## config.mk

```make
export PLATFORM = sky130hd
export DESIGN_NAME = pkhc_hash
export DESIGN_NICKNAME = d
export VERILOG_FILES = /design/src/pkhc_pkg.sv /design/src/pkhc_hash.sv
export SDC_FILE = /design/constraint.sdc
export NUM_CORES = 2
export LEC_CHECK = 0
export CAP_MARGIN = 20
export CORE_AREA = 2 2 273 275
export CTS_CLUSTER_DIAMETER = 100
export DETAILED_ROUTE_END_ITERATION = 8
export DIE_AREA = 0 0 275 277
export DONT_BUFFER_PORTS = 1
export PLACE_DENSITY = 0.73
export SYNTH_ARGS = -nofsm -noshare
export SYNTH_HDL_FRONTEND = slang
export SYNTH_SLANG_ARGS = --single-unit
```

## constraint.sdc

```tcl
create_clock -name i_clk -period 9 [get_ports i_clk]
set_clock_uncertainty 0.15 [all_clocks]
set_input_delay 1.8 -clock i_clk [delete_from_list [all_inputs] [get_ports i_clk]]
set_output_delay 1.8 -clock i_clk [all_outputs]
set_load 0.02 [all_outputs]
```

## src/pkhc_pkg.sv

```systemverilog
// ----------------------------------------------------------------------------
// pkhc_pkg: shared types and constants of the pair-key hash cache
// Field widths, command and status codes, hash constants, probe uses,
// sequencer states, result bundle.
`default_nettype none

package pkhc_pkg;

    localparam int CMD_W    = 2;
    localparam int BODY_W   = 32;
    localparam int TICK_W   = 32;
    localparam int KEY_W    = 64;
    localparam int STATUS_W = 2;
    localparam int ESLOT_W  = 7;
    localparam int CNT_W    = 8;

    // commands
    localparam logic [CMD_W-1:0] CMD_TOUCH  = 2'd0;
    localparam logic [CMD_W-1:0] CMD_INSERT = 2'd1;
    localparam logic [CMD_W-1:0] CMD_EXPIRE = 2'd2;

    // result status codes
    localparam logic [STATUS_W-1:0] STS_HIT  = 2'd0;
    localparam logic [STATUS_W-1:0] STS_MISS = 2'd1;
    localparam logic [STATUS_W-1:0] STS_INS  = 2'd2;
    localparam logic [STATUS_W-1:0] STS_FULL = 2'd3;

    // splitmix64 finalizer multipliers
    localparam logic [63:0] MIX_C1 = 64'hbf58476d1ce4e5b9;
    localparam logic [63:0] MIX_C2 = 64'h94d049bb133111eb;
    localparam int MIX_SH0 = 30;
    localparam int MIX_SH1 = 27;
    localparam int MIX_SH2 = 31;

    // what a probe is run for
    typedef enum logic [1:0] {
        PU_LOOKUP,
        PU_REMOVE,
        PU_REPOINT
    } t_probe_use;

    typedef enum logic [3:0] {
        S_IDLE,
        S_HWAIT,
        S_PCHK,
        S_PRDS,
        S_PRDK,
        S_EXTEST,
        S_EXAGE,
        S_EXKEY,
        S_SHCHK,
        S_SHRDS,
        S_SHRDK,
        S_SHHASH,
        S_POSTRM,
        S_RPKEY,
        S_RPTICK,
        S_DONE
    } t_state;

    typedef struct packed {
        logic [STATUS_W-1:0] status;
        logic [ESLOT_W-1:0]  entry_slot;
        logic [CNT_W-1:0]    removed_total;
        logic [CNT_W-1:0]    live_count;
    } t_result;

endpackage

`default_nettype wire

```

## src/pkhc_hash.sv

```systemverilog
// ----------------------------------------------------------------------------
// pkhc_hash: iterative splitmix64 home-slot hash
// One 32x32 multiplier builds each 64-bit product from three partial
// products, for both multiplier constants of the finalizer.
// ----------------------------------------------------------------------------
`default_nettype none

module pkhc_hash #(
    parameter int SW = 8
) (
    input  wire logic                        i_clk,
    input  wire logic                        i_rst_n,
    input  wire logic                        i_start,
    input  wire logic [pkhc_pkg::KEY_W-1:0]  i_key,
    output logic                             o_done,
    output logic [SW-1:0]                    o_home
);

    logic [63:0] r_k;
    logic [63:0] r_acc;
    logic [63:0] r_prod;
    logic [2:0]  r_step;
    logic        r_busy;
    logic        r_done;

    logic [63:0] w_c;
    logic [31:0] w_a;
    logic [31:0] w_b;
    logic [63:0] w_mul;
    logic [63:0] w_sum;
    logic [63:0] w_mix;

    // select operands for the shared multiplier
    always_comb begin
        w_c   = r_step[2] ? pkhc_pkg::MIX_C2 : pkhc_pkg::MIX_C1;
        w_a   = (r_step[1:0] == 2'd1) ? r_k[63:32] : r_k[31:0];
        w_b   = (r_step[1:0] == 2'd2) ? w_c[63:32] : w_c[31:0];
        w_mul = {32'd0, w_a} * {32'd0, w_b};
        w_sum = r_acc + {r_prod[31:0], 32'd0};
        w_mix = r_step[2] ? (w_sum ^ (w_sum >> pkhc_pkg::MIX_SH2))
                          : (w_sum ^ (w_sum >> pkhc_pkg::MIX_SH1));
    end

    // control: step counter and done pulse
    always_ff @(posedge i_clk) begin
        if (!i_rst_n) begin
            r_busy <= 1'b0;
            r_done <= 1'b0;
            r_step <= '0;
        end else begin
            r_done <= 1'b0;
            if (i_start) begin
                r_busy <= 1'b1;
                r_step <= '0;
            end else if (r_busy) begin
                r_step <= r_step + 3'd1;
                if (r_step == 3'd7) begin
                    r_busy <= 1'b0;
                    r_done <= 1'b1;
                end
            end
        end
    end

    // datapath: accumulate partial products, apply xor-shifts
    always_ff @(posedge i_clk) begin
        if (i_start) begin
            r_k <= i_key ^ (i_key >> pkhc_pkg::MIX_SH0);
        end else if (r_busy) begin
            r_prod <= w_mul;
            unique case (r_step[1:0])
                2'd0: ;
                2'd1: r_acc <= r_prod;
                2'd2: r_acc <= w_sum;
                2'd3: r_k   <= w_mix;
                default: ;
            endcase
        end
    end

    assign o_done = r_done;
    assign o_home = r_k[SW-1:0];

endmodule

`default_nettype wire

```

==> flow_summary.ini <==
[synthesis]
syn_nets = 5311
async_reset_ff_frac = 0
syn_inst = 4056
synth_cell_types = 72
synth_flop_cell = edfxtp_1
ys_seq_area_frac = 0.147
synth_area_um2 = 39900
synth_seq_cells = 197
synth_edf_count = 192
synth.avg_cell_area_um2 = 9.84
synth_warnings = 0

[sta]
hold_viol = 0
min_period_ns = 8.81
worst_pin_slew_ns = 1.16
timing.hold.ws_ns = 0.409
finalMaxSlewViolations = 0
fin_tns_setup_ns = 0
max_clock_freq_ghz = 0.113
slew_headroom = 0.226
min_period_over_period = 0.979
setup_viol = 0

[global_routing]
track_usage = 0.365
antenna_found_initial = 1
first_global_vias = 31300
grt_start_max_net_pins = 103
grt_pass1_wl_um = 200000
grt_overflow_total = 0

[layout]
final_cell_mix = 1,050 x inv_1, 808 x fa_1, 375 x ha_1
fill_cells = 6359
synthToLayoutAreaGrowth_pct = 10.6
multiInputGateArea_um2 = 29900
drive_gt1_frac = 0.118
stdcell_count = 5262
nets = 5534
layout_commonest_cell = inv_1
area.sequential_um2 = 5870

[floorplan]
start_util = 0.542
die_h_um = 277
io_pins = 76
rows = 100
die-area_um2 = 76200
core_um2 = 73600
die_x_um = 275

[critical_path]
crit_fanout = 15
startpoint_type = flip-flop
slowest_delay_ns = 0.65
r2r_cells = 34
slowest_stage = fa_1
end_kind = flip-flop
cp.required_ns = 9.14
rr_startpoint = r_step[0]
critPathLaunch = r_step[0]
crit_type = reg2reg
cp.arrival_ns = 8.95

[hold_path]
hp-start = r_prod[37]
worstHoldPathType = reg2reg
whs_path_depth = 1

[clock_tree]
cts_tree = built
htreeDepth = 4
cts_made_buffers = 17
cts_sinks = 197
clk_path_buf_depth = 2
cts-hold-fix-buffers = 0
clockRootBuffer = clkbuf_16
clk_latency_ns = 0.46
clkTransAtPathRegs_ns = 0.10

[routing]
route.detailed.drc = 0
drt-wirelength-per-cell_um = 25.8
drt_pass1_iterations = 6
drt_iter0_markers = 3157
antenna_left = 0
wl_um = 136000
vias = 30100
vias_per_cell = 5.71

[flow_run]
maxCapViolCount = 0

[outcome]
outcome = finished, final reports clean

[placed_design]
dp.cells = 5222
gp_congestion = 1.04
hpwlAfterDp_um = 119000
io_buffers = 0
## critical path: cells and delay by family, from the launching register on
family / cells / cell delay [ns]
and+or+nand+nor: 3 / 0.54
muxes: 2 / 0.50
AOI/OAI and AO/OA: 7 / 1.32
buffers and inverters: 12 / 1.28
adders and majority gates: 10 / 4.44
DFF: 1 / 0.37
## final cells by class
class                      count  share of cell area
tap                          969              0.0275
antenna                        1           0.0000567
clock inverter                15             0.00468
timing repair buffer         322              0.0569
sequential                   197               0.133
clock buffer                  17             0.00964
inverter                    1065              0.0908
multi-input combinational   2676               0.677
## what timing repair did
action / in CTS / in global routing
gates resized for setup: 12 / 73
buffers inserted: 1 / 6
setup endpoints to repair: 12 / 25
pin swaps: 2 / 6
gates cloned: 0 / 0
## sequential cells by signal, summed over array words and instances, names as in the netlist
name,cells
r_acc,64
r_k,64
r_busy,1
r_step,3
o_done,1
r_prod,64
## metal layers
layer  up-vias  track usage  wire, µm
met5         -            0         0
li1      13000            -         -
met4         0        0.187      9010
met2      1491        0.571     62500
met1     15200        0.504     53900
met3       339       0.0436     10200
## worst paths after layout
kind,slack (ns),to
setup / recovery,0.19,r_prod[56]
hold / removal,0.41,r_acc[37]
setup reg to reg,0.19,r_prod[56]
hold reg to reg,0.41,r_acc[37]
## Yosys cell counts (6+ instances only)
master	instances	share of area
inv_1	1058	0.10
fa_1	809	0.41
ha_1	379	0.12
nor2_1	313	0.029
nand2_1	270	0.025
edfxtp_1	192	0.14
a21oi_1	144	0.018
o21ai_0	125	0.016
clkbuf_1	97	0.0091
xor2_1	86	0.019
xnor2_1	67	0.015
mux2_2	58	0.016
a21o_1	44	0.0083
nor2b_1	43	0.0067
mux2i_1	36	0.0090
nand3_1	30	0.0038
nor3_1	28	0.0035
nand4_1	20	0.0031
o21bai_1	17	0.0032
o22ai_1	16	0.0025
a211oi_1	15	0.0028
a31oi_1	15	0.0024
and3_1	13	0.0020
or2_2	12	0.0019
and2_1	11	0.0017
and4_1	11	0.0024
buf_1	11	0.0010
a21boi_0	8	0.0015
buf_4	8	0.0015
or3_1	8	0.0013
nand2b_1	7	0.0011
o21a_1	7	0.0013
clkinv_1	6	0.00056
o31ai_1	6	0.0011
## metrics by stage
stage | setup slack [ns] | utilization | area [µm²]
final | 0.188 | 0.600 | 44100
after global routing | -0.0738 | 0.600 | 44100
after CTS | 0.0133 | 0.596 | 43800
after detailed placement | -0.238 | 0.586 | 43100
after global placement | -0.120 | 0.586 | 43100
after floorplan | 0.0170 | - | 39900
## kinds of logic (layout without fill, tap and decap cells)
group	Yosys count	count (layout)	share of synthesized area
mux	94	94	0.0254
flops	197	197	0.147
xor+xnor	153	153	0.0336
fa+ha+maj	1188	1188	0.525
compound gates	459	459	0.0717
other cells	0	1	0
simple gates	782	782	0.0854
buf+inv	1183	1419	0.112
Power is left out: the tool's default activity adds up to more than one toggle a clock period on the data nets, which glitch-free logic cannot reach.
